**config.mk**
```make
export PLATFORM = sky130hd
export DESIGN_NAME = i2c_master_slave_event_sequencer
export DESIGN_NICKNAME = d
export VERILOG_FILES = /design/src/sv/i2c_seq_pkg.sv /design/src/sv/i2c_master_slave_event_sequencer.sv
export SDC_FILE = /design/constraint.sdc
export NUM_CORES = 1
export LEC_CHECK = 0
export ABC_AREA = 1
export BUFFER_PORTS_ARGS = -buffer_cell sky130_fd_sc_hd__buf_2
export CORE_UTILIZATION = 59
export CTS_CLUSTER_DIAMETER = 80
export CTS_CLUSTER_SIZE = 30
export DETAILED_ROUTE_END_ITERATION = 8
export PLACE_DENSITY = 0.83
export SLEW_MARGIN = 20
export SYNTH_ARGS = -nofsm -noshare
export SYNTH_HDL_FRONTEND = slang
export SYNTH_SLANG_ARGS = --single-unit
```
**constraint.sdc**
```tcl
create_clock -name clk -period 3.95 [get_ports clk]
set_input_delay 0.5925 -clock clk [delete_from_list [all_inputs] [get_ports clk]]
set_output_delay 0.5925 -clock clk [all_outputs]
set_load 0.03 [all_outputs]
```
**src/sv/i2c_seq_pkg.sv**
```systemverilog
// ----------------------------------------------------------------------------
// i2c_seq_pkg
// Codes, status values and defaults for the I2C event sequencer.
// ----------------------------------------------------------------------------
`default_nettype none

package i2c_seq_pkg;

  localparam int TX_DEPTH_DEF = 32;
  localparam logic [7:0] MAX_TRIES_RST = 8'd3;

  typedef enum logic [1:0] {
    CMD_LOAD   = 2'd0,
    CMD_START  = 2'd1,
    CMD_STATUS = 2'd2
  } cmd_t;

  typedef enum logic [2:0] {
    ACT_NONE    = 3'd0,
    ACT_START   = 3'd1,
    ACT_ACK     = 3'd2,
    ACT_NACK    = 3'd3,
    ACT_STOP    = 3'd4,
    ACT_RELEASE = 3'd5
  } action_t;

  typedef enum logic [2:0] {
    RES_OK        = 3'd0,
    RES_BUSY      = 3'd1,
    RES_BAD_PARAM = 3'd2,
    RES_NOT_FOUND = 3'd3,
    RES_ABORTED   = 3'd4,
    RES_REJECTED  = 3'd5,
    RES_UNKNOWN   = 3'd6
  } result_t;

  typedef enum logic [2:0] {
    NTC_NONE  = 3'd0,
    NTC_START = 3'd1,
    NTC_BCAST = 3'd2,
    NTC_DATA  = 3'd3,
    NTC_END   = 3'd4,
    NTC_MORE  = 3'd5
  } notice_t;

  localparam logic [1:0] REG_SLAVE_MODE = 2'd0;
  localparam logic [1:0] REG_RX_PRESENT = 2'd1;
  localparam logic [1:0] REG_TX_PRESENT = 2'd2;
  localparam logic [1:0] REG_MAX_TRIES  = 2'd3;

  localparam logic [7:0] ST_START       = 8'h08;
  localparam logic [7:0] ST_RESTART     = 8'h10;
  localparam logic [7:0] ST_SLA_W_ACK   = 8'h18;
  localparam logic [7:0] ST_SLA_W_NACK  = 8'h20;
  localparam logic [7:0] ST_DATA_W_ACK  = 8'h28;
  localparam logic [7:0] ST_DATA_W_NACK = 8'h30;
  localparam logic [7:0] ST_ARB_LOST    = 8'h38;
  localparam logic [7:0] ST_SLA_R_ACK   = 8'h40;
  localparam logic [7:0] ST_SLA_R_NACK  = 8'h48;
  localparam logic [7:0] ST_DATA_R_ACK  = 8'h50;
  localparam logic [7:0] ST_DATA_R_NACK = 8'h58;
  localparam logic [7:0] ST_SR_START    = 8'h60;
  localparam logic [7:0] ST_SR_BCAST    = 8'h70;
  localparam logic [7:0] ST_SR_DATA     = 8'h80;
  localparam logic [7:0] ST_SR_BC_DATA  = 8'h90;
  localparam logic [7:0] ST_SR_STOP     = 8'hA0;
  localparam logic [7:0] ST_ST_START    = 8'hA8;
  localparam logic [7:0] ST_ST_DATA     = 8'hB8;
  localparam logic [7:0] ST_ST_NACK     = 8'hC0;
  localparam logic [7:0] ST_ST_LAST     = 8'hC8;

endpackage

`default_nettype wire

```
**src/sv/i2c_master_slave_event_sequencer.sv**
```systemverilog
// A result word is registered and valid in the cycle after its input word is accepted.
// Throughput: one word per cycle; the single result register stalls the input
// only while a finished word waits downstream.
// Reset (synchronous): clears busy flag, counters, config and output valid;
// the transmit store is undefined until loaded.
// ----------------------------------------------------------------------------
// i2c_master_slave_event_sequencer
// Decides bus actions, transmit bytes, completions and slave notices for an
// I2C controller from load, start and bus status words.
// ----------------------------------------------------------------------------
`default_nettype none

module i2c_master_slave_event_sequencer #(
  parameter int TX_DEPTH = i2c_seq_pkg::TX_DEPTH_DEF
) (
  input  wire logic        clk,
  input  wire logic        rst,
  input  wire logic        psel,
  input  wire logic        penable,
  input  wire logic        pwrite,
  input  wire logic [3:0]  paddr,
  input  wire logic [31:0] pwdata,
  output logic      [31:0] prdata,
  output logic             pready,
  input  wire logic        in_valid,
  output logic             in_stall,
  input  wire logic [1:0]  command,
  input  wire logic [4:0]  slot,
  input  wire logic [6:0]  dest_address,
  input  wire logic [7:0]  length,
  input  wire logic        read_not_write,
  input  wire logic [7:0]  data_byte,
  input  wire logic [7:0]  bus_status,
  input  wire logic        app_accepts,
  output logic             out_valid,
  input  wire logic        out_stall,
  output logic      [2:0]  bus_action,
  output logic             drive_valid,
  output logic      [7:0]  drive_byte,
  output logic             rx_valid,
  output logic      [7:0]  rx_byte,
  output logic             done_res,
  output logic      [2:0]  result_code,
  output logic             busy_res,
  output logic      [2:0]  slave_notice,
  output logic             notice_to_transmitter
);
  import i2c_seq_pkg::*;

  localparam int IdxW = (TX_DEPTH > 1) ? $clog2(TX_DEPTH) : 1;

  logic            slave_mode_enabled;
  logic            receiver_present;
  logic            transmitter_present;
  logic [7:0]      max_tries;
  logic            cfg_we;

  logic [7:0]      tx_store [TX_DEPTH];
  logic [7:0]      rd_q;

  logic            busy_flag, busy_flag_next;
  logic [7:0]      address_byte, address_byte_next;
  logic [7:0]      byte_count, byte_count_next;
  logic [7:0]      byte_position, byte_position_next;
  logic [7:0]      tries_remaining, tries_remaining_next;

  logic            accept;
  logic            load_we;
  logic [IdxW-1:0] waddr, raddr;
  logic [7:0]      st;
  logic [7:0]      pos_bump;
  logic            pos_in_store;

  logic [2:0]      bus_action_next;
  logic            drive_valid_next;
  logic [7:0]      drive_byte_next;
  logic            rx_valid_next;
  logic [7:0]      rx_byte_next;
  logic            done_res_next;
  logic [2:0]      result_code_next;
  logic [2:0]      slave_notice_next;
  logic            notice_to_transmitter_next;

  // configuration port
  assign pready = 1'b1;
  assign cfg_we = psel & penable & pwrite & pready;

  always_comb begin
    unique case (paddr[3:2])
      REG_SLAVE_MODE: prdata = {31'd0, slave_mode_enabled};
      REG_RX_PRESENT: prdata = {31'd0, receiver_present};
      REG_TX_PRESENT: prdata = {31'd0, transmitter_present};
      REG_MAX_TRIES:  prdata = {24'd0, max_tries};
      default:        prdata = 32'd0;
    endcase
  end

  always_ff @(posedge clk) begin
    if (rst) begin
      slave_mode_enabled  <= 1'b0;
      receiver_present    <= 1'b0;
      transmitter_present <= 1'b0;
      max_tries           <= MAX_TRIES_RST;
    end else if (cfg_we) begin
      unique case (paddr[3:2])
        REG_SLAVE_MODE: slave_mode_enabled  <= pwdata[0];
        REG_RX_PRESENT: receiver_present    <= pwdata[0];
        REG_TX_PRESENT: transmitter_present <= pwdata[0];
        REG_MAX_TRIES:  max_tries           <= pwdata[7:0];
        default: ;
      endcase
    end
  end

  // handshake
  assign in_stall = out_valid & out_stall;
  assign accept   = in_valid & ~in_stall;

  assign st           = {bus_status[7:3], 3'b000};
  assign pos_bump     = (byte_position != 8'hFF) ? byte_position + 8'd1 : byte_position;
  assign pos_in_store = 9'(byte_position) < 9'(TX_DEPTH);

  always_comb begin
    busy_flag_next             = busy_flag;
    address_byte_next          = address_byte;
    byte_count_next            = byte_count;
    byte_position_next         = byte_position;
    tries_remaining_next       = tries_remaining;
    bus_action_next            = ACT_NONE;
    drive_valid_next           = 1'b0;
    drive_byte_next            = 8'd0;
    rx_valid_next              = 1'b0;
    rx_byte_next               = 8'd0;
    done_res_next              = 1'b0;
    result_code_next           = RES_OK;
    slave_notice_next          = NTC_NONE;
    notice_to_transmitter_next = 1'b0;
    load_we                    = 1'b0;

    if (accept) begin
      unique case (command)
        CMD_LOAD: begin
          load_we = 9'(slot) < 9'(TX_DEPTH);
        end
        CMD_START: begin
          if (busy_flag) begin
            done_res_next    = 1'b1;
            result_code_next = RES_BUSY;
          end else if (length == 8'd0 ||
                       (read_not_write ? (dest_address == 7'd0)
                                       : (9'(length) > 9'(TX_DEPTH)))) begin
            done_res_next    = 1'b1;
            result_code_next = RES_BAD_PARAM;
          end else begin
            busy_flag_next       = 1'b1;
            address_byte_next    = {dest_address, read_not_write};
            byte_count_next      = length;
            byte_position_next   = 8'd0;
            tries_remaining_next = max_tries;
            bus_action_next      = ACT_START;
          end
        end
        CMD_STATUS: begin
          unique case (st)
            ST_START, ST_RESTART: begin
              drive_valid_next = 1'b1;
              drive_byte_next  = address_byte;
              bus_action_next  = ACT_ACK;
            end
            ST_SLA_W_ACK, ST_DATA_W_ACK: begin
              if (byte_position < byte_count) begin
                drive_valid_next   = 1'b1;
                drive_byte_next    = pos_in_store ? rd_q : 8'd0;
                byte_position_next = pos_bump;
                bus_action_next    = ACT_NACK;
              end else begin
                bus_action_next  = ACT_STOP;
                busy_flag_next   = 1'b0;
                done_res_next    = 1'b1;
                result_code_next = RES_OK;
              end
            end
            ST_SLA_R_ACK: begin
              bus_action_next = (byte_count > 8'd1) ? ACT_ACK : ACT_NACK;
            end
            ST_DATA_R_ACK: begin
              rx_valid_next      = 1'b1;
              rx_byte_next       = data_byte;
              byte_position_next = pos_bump;
              bus_action_next    = (byte_count != 8'd0 && pos_bump < byte_count - 8'd1)
                                   ? ACT_ACK : ACT_NACK;
            end
            ST_ARB_LOST: begin
              bus_action_next = ACT_START;
            end
            ST_SLA_W_NACK, ST_SLA_R_NACK: begin
              if (tries_remaining > 8'd1) begin
                tries_remaining_next = tries_remaining - 8'd1;
                bus_action_next      = ACT_START;
              end else begin
                tries_remaining_next = 8'd0;
                bus_action_next      = ACT_STOP;
                busy_flag_next       = 1'b0;
                done_res_next        = 1'b1;
                result_code_next     = RES_NOT_FOUND;
              end
            end
            ST_DATA_R_NACK: begin
              rx_valid_next      = 1'b1;
              rx_byte_next       = data_byte;
              byte_position_next = pos_bump;
              bus_action_next    = ACT_STOP;
              busy_flag_next     = 1'b0;
              done_res_next      = 1'b1;
              result_code_next   = RES_OK;
            end
            ST_DATA_W_NACK: begin
              bus_action_next  = ACT_STOP;
              busy_flag_next   = 1'b0;
              done_res_next    = 1'b1;
              result_code_next = (byte_position > 8'd1) ? RES_ABORTED : RES_REJECTED;
            end
            ST_SR_START, ST_SR_BCAST: begin
              if (receiver_present) begin
                slave_notice_next = (st == ST_SR_START) ? NTC_START : NTC_BCAST;
                bus_action_next   = app_accepts ? ACT_ACK : ACT_NACK;
              end
            end
            ST_SR_DATA, ST_SR_BC_DATA: begin
              if (receiver_present) begin
                slave_notice_next = NTC_DATA;
              end
              bus_action_next = ACT_ACK;
            end
            ST_ST_START, ST_ST_DATA: begin
              if (transmitter_present) begin
                slave_notice_next          = (st == ST_ST_START) ? NTC_START : NTC_DATA;
                notice_to_transmitter_next = 1'b1;
                bus_action_next            = app_accepts ? ACT_ACK : ACT_NACK;
              end
            end
            ST_SR_STOP: begin
              if (receiver_present) begin
                slave_notice_next = NTC_END;
              end
              bus_action_next = ACT_RELEASE;
              busy_flag_next  = 1'b0;
            end
            ST_ST_NACK, ST_ST_LAST: begin
              if (transmitter_present) begin
                slave_notice_next          = (st == ST_ST_NACK) ? NTC_END : NTC_MORE;
                notice_to_transmitter_next = 1'b1;
              end
              bus_action_next = ACT_RELEASE;
              busy_flag_next  = 1'b0;
            end
            default: begin
              bus_action_next  = ACT_RELEASE;
              busy_flag_next   = 1'b0;
              done_res_next    = 1'b1;
              result_code_next = RES_UNKNOWN;
            end
          endcase
        end
        default: ;
      endcase
    end
  end

  // transmit store: prefetch the slot at the next byte position
  assign waddr = IdxW'(slot);
  assign raddr = IdxW'(byte_position_next);

  always_ff @(posedge clk) begin
    if (load_we) begin
      tx_store[waddr] <= data_byte;
    end
    if (load_we && waddr == raddr) begin
      rd_q <= data_byte;
    end else begin
      rd_q <= tx_store[raddr];
    end
  end

  always_ff @(posedge clk) begin
    if (rst) begin
      busy_flag       <= 1'b0;
      address_byte    <= 8'd0;
      byte_count      <= 8'd0;
      byte_position   <= 8'd0;
      tries_remaining <= 8'd0;
      out_valid       <= 1'b0;
    end else begin
      busy_flag       <= busy_flag_next;
      address_byte    <= address_byte_next;
      byte_count      <= byte_count_next;
      byte_position   <= byte_position_next;
      tries_remaining <= tries_remaining_next;
      if (accept) begin
        out_valid <= 1'b1;
      end else if (!out_stall) begin
        out_valid <= 1'b0;
      end
    end
  end

  always_ff @(posedge clk) begin
    if (accept) begin
      bus_action            <= bus_action_next;
      drive_valid           <= drive_valid_next;
      drive_byte            <= drive_byte_next;
      rx_valid              <= rx_valid_next;
      rx_byte               <= rx_byte_next;
      done_res              <= done_res_next;
      result_code           <= result_code_next;
      busy_res              <= busy_flag_next;
      slave_notice          <= slave_notice_next;
      notice_to_transmitter <= notice_to_transmitter_next;
    end
  end

endmodule

`default_nettype wire
```
After elaboration in Yosys (flattened, before gate mapping)

Memories as Yosys holds them, arrays and structs flattened. A register that Yosys moved wholly into a read port is not among the register bits.
Cells that the tools add are included.
Widths: inputs -> output; s select.

Register bits after elaboration: 75
Bits in latches: 0
Bits in writable memories: 256
Memory bits (read-only): 0
Input port bits: 83
Logic and storage cells: 168
Memories: 1

$add $sub $neg: 3
Multiply operators: 0
Div/mod/pow operators: 0
$lt $le $gt $ge: 7
Equal/unequal tests: 32
Shifts and indexed selects: 0
Muxes and demuxes: 66
Bitwise gates (word level): 7
Reductions and logical operators: 31

Memory list:

| memory   | words | bits a word | rd ports | clocked after memory_dff | wr ports | line                                   | text |
|---|---|---|---|---|---|---|---|
| tx_store | 32    | 8           | 1        | 1                        | 1        | i2c_master_slave_event_sequencer.sv:58 | `logic [7:0] tx_store [TX_DEPTH];` |

Operator list:

| cell                | number |
|---|---|
| $pmux 32 s4         | 1 |
| $mux 8              | 10 |
| $pmux 8 s2          | 4 |
| $eq 5x5->1 const B  | 7 |
| $eq 5x4->1 const B  | 6 |
| $pmux 3 s9          | 1 |
| $mux 1              | 26 |
| $gt 8x1->1 const B  | 3 |
| $eq 5x3->1 const B  | 4 |
| $mux 2              | 10 |
| $reduce_or 2->1     | 9 |
| $reduce_or 17->1    | 1 |
| $lt 8x8->1          | 2 |
| $sub 8x1->8 const B | 2 |
| $pmux 3 s5          | 1 |
| $reduce_or 14->1    | 1 |
| $mux 3              | 4 |
| $pmux 3 s2          | 2 |
| $reduce_and 2->1    | 6 |
| $reduce_or 11->1    | 1 |
| $eq 5x2->1 const B  | 2 |
| $pmux 3 s3          | 1 |
| $add 8x1->8 const B | 1 |
| $gt 8x6->1 const B  | 1 |
| 25 further kinds    | 40 |

Longest topological paths before layout

Gate-level depths: netlist of run 1.

Depth after elaboration: 7
Gate-level depth with buffers: 18
Gate-level depth less buffers: 18

Worst setup path after synthesis of run 1

Ideal clock, no wire load.

Kind: input -> register
Start: in out_stall
End: mem tx_store[0][0] (enable)
Setup time: 0.370 ns
Data arrival time: 3.389 ns
Required time: 3.580 ns
Slack: 0.190 ns
Stages on the path: 7
Path buffers: 0
Cell sequence: nand2_1 inv_1 nor2_1 inv_1 nor2_1 nand3_1 nor2_1

Cells in the longest elaborated chain, start to end: 6

RTL lines:

| element                      | line                                    | text |
|---|---|---|
| start, declared              | i2c_master_slave_event_sequencer.sv:36  | `input wire logic out_stall,` |
| $and 1x1->1                  | i2c_master_slave_event_sequencer.sv:116 | `assign in_stall = out_valid & out_stall;` |
| net in_stall                 | i2c_master_slave_event_sequencer.sv:26  | `output logic in_stall,` |
| $not 1->1                    | i2c_master_slave_event_sequencer.sv:117 | `assign accept = in_valid & ~in_stall;` |
| $and 1x1->1                  | i2c_master_slave_event_sequencer.sv:117 |  |
| net accept                   | i2c_master_slave_event_sequencer.sv:67  | `logic accept;` |
| $mux 1                       | i2c_master_slave_event_sequencer.sv:140 | `if (accept) begin` |
| $mux 1                       | i2c_master_slave_event_sequencer.sv:275 | `if (load_we) begin` |
| $mux 1 (not written as such) | i2c_master_slave_event_sequencer.sv:276 | `tx_store[waddr] <= data_byte;` |
| end, declared                | i2c_master_slave_event_sequencer.sv:58  |  |

The timed path passes the listed nets, and every way through them passes these cells.

Worst setup path after layout of run 1

Start: reg byte_position[1]
End: reg bus_action[0] (data pin)

Cells in the longest elaborated chain, start to end: 7
Elaborated cells between the ends (all ways): 10
Those cells by class: add/sub (1); order compare (2); eq/ne (1); mux (5); reduce/logical (1)

RTL lines:

| element                                          | line                                    | text |
|---|---|---|
| start, declared                                  | i2c_master_slave_event_sequencer.sv:64  | `logic [7:0] byte_position, byte_position_next;` |
| start signal, assigned                           | i2c_master_slave_event_sequencer.sv:297 | `byte_position <= byte_position_next;` |
| $add 8x1->8 / $ne 8x8->1 (equally long branches) | i2c_master_slave_event_sequencer.sv:120 | `assign pos_bump = (byte_position != 8'hFF) ? byte_position + 8'd1 : byte_position;` |
| $mux 8                                           | i2c_master_slave_event_sequencer.sv:120 |  |
| $lt 8x8->1                                       | i2c_master_slave_event_sequencer.sv:190 | `bus_action_next = (byte_count != 8'd0 && pos_bump < byte_count - 8'd1)` |
| $logic_and 1x1->1                                | i2c_master_slave_event_sequencer.sv:190 |  |
| $mux 1                                           | i2c_master_slave_event_sequencer.sv:191 | `? ACT_ACK : ACT_NACK;` |
| $pmux 3 s9 (*)                                   | i2c_master_slave_event_sequencer.sv:164 | `unique case (st)` |
| $pmux 3 s2 (*)                                   | i2c_master_slave_event_sequencer.sv:141 | `unique case (command)` |
| net bus_action_next[0]                           | i2c_master_slave_event_sequencer.sv:74  | `logic [2:0] bus_action_next;` |
| end signal, assigned                             | i2c_master_slave_event_sequencer.sv:309 | `bus_action <= bus_action_next;` |
| end, declared                                    | i2c_master_slave_event_sequencer.sv:37  | `output logic [2:0] bus_action,` |

Mark *: on every way through the listed nets, which the timed path passes. The rest lies on a longest branch.
A chain may end at the register's enable or synchronous reset.

==> flow_summary.rst, run 1 <==
.. list-table::
   :header-rows: 1

   * - Metric
     - Value
   * - Fraction of the yosys area taken by sequential cells
     - 64.35%
   * - Netlist area before placement
     - between 10,000 and 15,000 µm²
   * - Final ANT Viol Nets
     - 0
   * - Gates resized, CTS repair
     - 0
   * - First-pass iteration count of the detailed router
     - 6
   * - CP startpoint kind
     - flop
   * - Standard cell with the maximum stage delay on the critical path
     - dfxtp_1
   * - Count of distinct cell types in the synthesized netlist
     - 44
   * - Number of diodes added for antenna fixing
     - 0
   * - Residual DRC
     - 0
   * - Via-to-Cell Ratio
     - between 6 and 7
   * - Top cells by count, synth
     - 286 x edfxtp_1, 275 x nor2_1, 170 x o21ai_0
   * - Endpoints failing setup
     - 0
   * - WL per Instance
     - 19.22 µm
   * - Routed wire length
     - ~34 mm
   * - Beginning of the worst hold path
     - pwdata[1]
   * - Clock buffer depth
     - 3
   * - Final-report hold violation count
     - 0
   * - Initial antenna violation count
     - 1
   * - Yosys Warn Count
     - 0
   * - Final worst path period share
     - between 70% and 80%
   * - Worst Skew
     - 0.02293 ns
   * - Transition time at the pin with the least slew margin
     - between 0.9 and 1 ns
   * - Total number of vias
     - 10,695
   * - Average footprint of a synthesized cell
     - between 10 and 15 µm²
   * - Max-slew violation total from the final report
     - 0
   * - Start-to-end type of the worst setup path
     - reg2reg
   * - Area share of the largest cell type after synthesis
     - a little under 60%
   * - Global-route usage over all layers
     - approximately a quarter
   * - Crit path largest cell delay
     - approximately 0.50 ns
   * - Status
     - finished clean
   * - Number of ports placed on the die boundary
     - about 150
   * - Net count reported at finish
     - roughly 1,600
   * - Cells taking the most area after synthesis
     - edfxtp_1 58%, nor2_1 6.9%, dfxtp_1 6.7%
   * - Setup repair after global routing missed its margin
     - no
   * - Number of levels in the clock H-tree
     - 1
   * - Post-route setup TNS
     - 0 ns
   * - Final Hold Slack
     - roughly 0.32 ns
   * - Count of clock tree sinks
     - approximately 340
   * - Cell type contributing the most total cell area after synthesis
     - edfxtp_1
   * - Number of CTS-inserted buffers
     - 16
   * - Min-Delay Path Class
     - in2reg
   * - Row cnt
     - between 50 and 60
   * - Cells along the critical path
     - ha_1, nand2_1, nor2_1, nand2_1, o21ai_0, ha_1, nand2_1, nand2_1, nand2_1, nand2_1, nand2_1, nand2_1, nand2_1, nand2_1, nand2_1, nand2_1
   * - Global-route wire length before repair
     - 52.67 mm
   * - Clock input transition at the sequential cells of the worst setup and hold paths
     - 0.10 ns
   * - Most common flop cell mapped by yosys
     - edfxtp_1
   * - Core region area
     - around 25,000 µm²
   * - Chip Height
     - 160.9 µm
   * - Family of cells with the greatest summed delay on the critical path
     - simple AND/OR/NAND/NOR gates
   * - Buffers inserted by post-CTS timing repair
     - 0
   * - Share of async-settable or async-resettable flops after synthesis
     - 0%
   * - Depth of the most critical reg-to-reg path
     - 16
   * - Most numerous cell in the Yosys netlist
     - edfxtp_1
   * - Startpoint of the most critical setup path
     - byte_position[1]$_SDFF_PP0_
   * - DIE AREA
     - roughly 26,000 µm²
   * - Post-synthesis instance total
     - between 1,000 and 1,500
   * - Post-synthesis sequential element count
     - roughly 340
   * - Number of DRC markers in iteration 0
     - roughly 1,200
   * - Minimum period implied by the final worst setup slack
     - 2.857 ns
   * - EDFF count, synth
     - about 290
   * - Worst flop-to-flop path startpoint
     - byte_position[1]$_SDFF_PP0_
   * - Cell occurring most often along the worst timing path
     - nand2_1
   * - P&R area growth vs syn
     - 7.296%
   * - Final HPWL from detailed placement
     - ~22 mm
   * - Via count of the first global-routing pass
     - between 9,000 and 10,000
   * - VDD IR-drop max
     - ~0.00029 V
   * - TritonCTS clock tree
     - yes
   * - Ratio of total power to cell area
     - around 400 nW/µm²
   * - Library cell used as clock root buffer
     - clkbuf_16
   * - Port Buf Inserts
     - 93
   * - Arrival time worst endpoint
     - about 3.1 ns
   * - Stages on worst setup path
     - 16
   * - Maximum number of pins on one net before global-route repair
     - 99
   * - Die Span X
     - about 160 µm
   * - Post-CTS Hold Fix Bufs
     - 0
   * - Worst hold path depth
     - 3
   * - Endpoint type of the worst setup path
     - flop
   * - Effective utilization at floorplan
     - 60.74%
   * - Later-pin clock latency in the skew report
     - between 0.5 and 0.6 ns
   * - Remaining Overflow, GRT
     - 0
   * - Buf/Inv on CP
     - 0
   * - Leakage power
     - 5.760 nW
   * - Worst slew margin
     - a little under two fifths
   * - Achievable frequency
     - around 350 MHz
   * - Worst Path Max Fanout
     - 7
   * - Final GP Congestion
     - 0.9163
   * - Data required, critical path
     - 4.22 ns
   * - Share of layout cells above drive strength 1
     - 10.87%
   * - Number of max-cap violations
     - 0
==> sequential cells by signal, summed over array words and instances, names as in the netlist, 3 cells and up, named ones only <==
signal           flops
byte_position        8
drive_byte           8
byte_count           8
max_tries            8
rx_byte              8
bus_action           3
tries_remaining      8
slave_notice         3
address_byte         8
tx_store           256
result_code          3
==> worst reg2reg max path, delay by kind of cell, from the launching register on <==
family	cells	cell delay (ns)
compound gates	1	0.41
fa+ha+maj	2	0.54
flops	1	0.50
simple gates	13	1.18
==> per-stage QoR <==
stage | utilization, % | cell area [µm²] | setup WS, ns | std cells | power, mW
4_1_cts | 65.17 | 15990 | 1.157 | 1777 | 6.465
2_1_floorplan | - | 14990 | 0.1905 | 1416 | 4.406
5_1_grt | 65.17 | 15990 | 0.9110 | 1777 | 6.662
3_5_place_dp | 63.15 | 15490 | 1.025 | 1754 | 4.600
3_3_place_gp | 63.15 | 15490 | 1.077 | 1754 | 4.581
6_report | 65.17 | 15990 | 1.093 | 1777 | 6.472
==> kinds of logic (layout without fill, tap and decap cells) <==
family / after synthesis / after routing / share of synthesized area (%)
simple gates: 506 / 506 / 14.28
flops: 336 / 336 / 64.35
compound gates: 329 / 329 / 13.16
fa+ha+maj: 24 / 24 / 2.015
buf+inv: 187 / 224 / 5.617
xor+xnor: 9 / 9 / 0.5290
other cells: 2 / 25 / 0.05040
==> power breakdown <==
group          internal [mW]  leakage (nW)  switching (mW)
logic                  0.172          2.51           0.446
clock network          0.828         0.243            1.11
registers               3.88          3.01          0.0333
total                   4.88          5.76            1.59
==> layer usage <==
metal  share of wire [%]  routed length, µm  vias up  global-route usage [%]
met5               0.023                  8        -                       0
met4                 3.1               1054        2                   9.949
met3                 8.9               3028       72                   3.461
met2                  47              16030      576                   41.79
met1                  41              14040     5045                   36.99
li1                    -                  -     5000                       -
==> worst paths after layout <==
path	endpoint	slack [ns]
worst max register to register	bus_action[0]$_DFFE_PP_	1.09
worst min register to register	max_tries[4]$_SDFFE_PP0P_	0.49
worst max-delay path	bus_action[0]$_DFFE_PP_	1.09
worst min-delay path	max_tries[1]$_SDFFE_PP1P_	0.32
==> cells in the final DEF, fill, tap and decap left out, types with 2 or more instances in the layout <==
master,n
nor3_1,6
o211ai_1,24
o21ai_0,170
nand4_1,12
nand2_1,108
o221ai_1,42
inv_1,89
a31oi_1,5
nor4_1,2
buf_2,93
conb_1,25
o21ai_2,2
inv_2,8
nor2_2,4
o21ai_1,7
nor2_1,274
dfxtp_1,48
ha_1,24
buf_12,2
a21oi_1,58
a211oi_2,2
xor2_1,6
nor2_4,3
clkinv_1,2
a21oi_4,2
clkbuf_16,17
inv_12,2
nand2_2,6
xnor2_1,3
buf_4,7
o22ai_1,12
edfxtp_1,286
nand3_1,85
==> final cells by class <==
class                      count  area [µm²]
clock buffer                  19       434.2
clock inverter                 4       61.31
fill                        1840        8544
inverter                      99       371.6
multi-input combinational    893        4564
sequential                   336        9594
tap                          324       405.4
timing repair buffer         102       558.0
(Power assumes the default switching activity.)
==> run 2, diff against run 1 <==
--- a/config.mk
+++ b/config.mk
@@ -7,11 +7,11 @@
 export LEC_CHECK = 0
 export ABC_AREA = 1
 export BUFFER_PORTS_ARGS = -buffer_cell sky130_fd_sc_hd__buf_2
-export CORE_UTILIZATION = 59
+export CORE_UTILIZATION = 53
 export CTS_CLUSTER_DIAMETER = 80
 export CTS_CLUSTER_SIZE = 30
 export DETAILED_ROUTE_END_ITERATION = 8
-export PLACE_DENSITY = 0.83
+export PLACE_DENSITY = 0.79
 export SLEW_MARGIN = 20
 export SYNTH_ARGS = -nofsm -noshare
 export SYNTH_HDL_FRONTEND = slang
==> constraint.sdc (replaced) <==
create_clock -name clk -period 2.61 [get_ports clk]
set_input_delay 0.3915 -clock clk [delete_from_list [all_inputs] [get_ports clk]]
set_output_delay 0.3915 -clock clk [all_outputs]
set_load 0.03 [all_outputs]
==> flow_summary.rst, run 2 (same netlist as run 1, synthesis figures left out) <==
.. list-table::
   :header-rows: 1

   * - Metric
     - Value
   * - Switching power
     - about 2.3 mW
   * - Number of DRC markers in iteration 0
     - about 1,200
   * - Status
     - finished clean
   * - Library cell used as clock root buffer
     - clkbuf_16
   * - Worst hold path depth
     - 3
   * - Min-Delay Path Class
     - in2reg
   * - Share of power burned in registers
     - 61.3%
   * - Post-CTS Hold Fix Bufs
     - 0
   * - Global-route usage over all layers
     - 24.41%
   * - Final worst path period share
     - between 90 and 100%
   * - Clock buffer depth
     - 3
   * - Data required, critical path
     - approximately 2.9 ns
   * - P&R area growth vs syn
     - 9.967%
   * - Buffers inserted by post-CTS timing repair
     - 0
   * - Final HPWL from detailed placement
     - 23.21 mm
   * - Die Span X
     - ~170 µm
   * - Most common cell after layout, fill and taps aside
     - edfxtp_1
   * - Final GP Congestion
     - about 0.88
   * - Switching part of the total
     - between 20% and 30%
   * - Most frequent cells in the layout
     - 286 x edfxtp_1, 273 x nor2_1, 170 x o21ai_0, 108 x nand2_1, 93 x buf_2
   * - Via count of the first global-routing pass
     - 10,092
   * - Net count reported at finish
     - roughly 1,600
   * - Share of total power in the clock network
     - between 20 and 30%
   * - Achievable frequency
     - about 410 MHz
   * - Minimum setup slack after placement
     - between 0.03 and 0.04 ns
   * - Residual DRC
     - 0
   * - Maximum number of pins on one net before global-route repair
     - just under 80
   * - Number of levels in the clock H-tree
     - 1
   * - Core region area
     - between 20,000 and 30,000 µm²
   * - Remaining Overflow, GRT
     - 0
   * - Register with the most flip-flops
     - tx_store
   * - Finished Core Util
     - about three fifths
   * - Effective utilization at floorplan
     - roughly 54%
   * - CP startpoint kind
     - flop
   * - # fillers
     - around 2,200
   * - Final WS setup
     - between 0.15 and 0.2 ns
   * - Share of layout cells above drive strength 1
     - 13.60%
   * - Worst Path Max Fanout
     - 7
   * - Start-to-end type of the worst setup path
     - reg2reg
   * - Number of max-cap violations
     - 0
   * - Initial antenna violation count
     - 4
   * - TritonCTS clock tree
     - yes
   * - DIE AREA
     - about 29,000 µm²
   * - Port Buf Inserts
     - between 90 and 100
   * - Minimum period implied by the final worst setup slack
     - 2.439 ns
   * - Max-slew violation total from the final report
     - 0
   * - Ratio of total power to cell area
     - about 600 nW/µm²
   * - Final-report hold violation count
     - 0
   * - WL per Instance
     - 18.75 µm
   * - Clock input transition at the sequential cells of the worst setup and hold paths
     - around 0.1 ns
   * - Chip Height
     - 169.7 µm
   * - Via-to-Cell Ratio
     - 5.763
   * - Worst Skew
     - around 0.025 ns
   * - Setup repair after global routing missed its margin
     - no
   * - Worst slew margin
     - a little under half
   * - Count of clock tree sinks
     - about 340
   * - Leakage power
     - ~6 nW
   * - Depth of the most critical reg-to-reg path
     - 14
   * - First-pass iteration count of the detailed router
     - 5
   * - Row cnt
     - 61
   * - Routed wire length
     - ~35 mm
   * - Final ANT Viol Nets
     - 0
   * - Endpoint type of the worst setup path
     - flop
   * - Arrival time worst endpoint
     - about 2.7 ns
   * - Number of ports placed on the die boundary
     - 148
   * - VDD IR-drop max
     - roughly 0.0005 V
   * - Transition time at the pin with the least slew margin
     - 0.8119 ns
   * - Number of CTS-inserted buffers
     - 15
   * - Internal Dissipation
     - roughly 7.3 mW
   * - Comb pwr share
     - between 9 and 10%
   * - Flip-flop count of the largest register after layout
     - about 260
   * - Global-route wire length before repair
     - approximately 54 mm
   * - Later-pin clock latency in the skew report
     - between 0.5 and 0.6 ns
   * - Total number of vias
     - 10,840
   * - Endpoints failing setup
     - 0
run 2: cell count changes in the layout (fill, tap and decap cells not counted), moves of 2 or more:
cell	before	now
buf_4	7	50
clkbuf_1	1	6
dfxtp_1	48	45
dfxtp_2	1	4
diode_2	0	3
inv_6	0	3
inv_12	2	0
nor2_4	3	5
run 2: what timing repair did:
action	4_1_cts	5_1_grt
endpoints found under the hold margin	0	0
setup endpoints to repair	0	1
resized for setup	0	5
run 2: worst max-delay path, cell delays in order (launching register included):
cell and delay (ns):
dfxtp_2 0.41, ha_1 0.19, nand2_1 0.10, nor2_4 0.15, nand2_1 0.15, o21ai_0 0.16, ha_1 0.30, a21oi_1 0.19
o21ai_0 0.10, a31oi_1 0.15, nand2_1 0.10, nand2_1 0.07, nand2_1 0.05, nand2_1 0.05, nand2_1 0.04
run 2: cell type report:
| cell class | count | area, µm² | share of cell area, % |
|---|---|---|---|
| Clock buffer | 22 | 422.9 | 2.581 |
| Clock inverter | 4 | 35.03 | 0.2138 |
| Timing Repair Buffer | 146 | 900.9 | 5.497 |
| Tap cell | 378 | 473.0 | 2.886 |
| Antenna cell | 3 | 7.507 | 0.04581 |
| Sequential cell | 336 | 9598 | 58.57 |
| Multi-Input combinational cell | 893 | 4577 | 27.93 |
| Inverter | 99 | 372.9 | 2.275 |
run 2: power by group through the flow:
stage	clock, mW	sequential [mW]	combinational (mW)
finish	2.79	5.91	0.947
detailed placement	0	6.04	0.933
global route	3.00	5.92	1.04
CTS	2.82	5.91	0.938
global placement	0	6.03	0.904
floorplan	0	6.08	0.586
run 2: layer usage:
layer	track usage, %	wire (µm)	vias to the layer above
met5	0	13	-
met4	6.424	716	2
met3	3.521	2846	53
met2	40.66	17110	466
met1	33.61	14580	5230
li1	-	-	5089
run 2: worst paths after layout:
kind / from / end / slack, ns
hold / removal: pwdata[1] / max_tries[1]$_SDFFE_PP1P_ / 0.10
setup reg to reg: byte_position[0]$_SDFF_PP0_ / bus_action[0]$_DFFE_PP_ / 0.17
setup / recovery: byte_position[0]$_SDFF_PP0_ / bus_action[0]$_DFFE_PP_ / 0.17
hold reg to reg: out_valid$_SDFFE_PP0P_ / out_valid$_SDFFE_PP0P_ / 0.49
run 2: per-stage QoR:
step                TNS, ns  hold slack (ns)  area, µm²  power [mW]  std cells
CTS                       0           0.1001      16370       9.667       1878
global placement          0           0.4595      15910       6.939       1852
floorplan            -1.336           0.4448      15000       6.669       1416
global route              0           0.1106      16380       9.965       1880
finish                    0           0.1012      16390       9.655       1881
detailed placement        0           0.4756      15910       6.969       1852
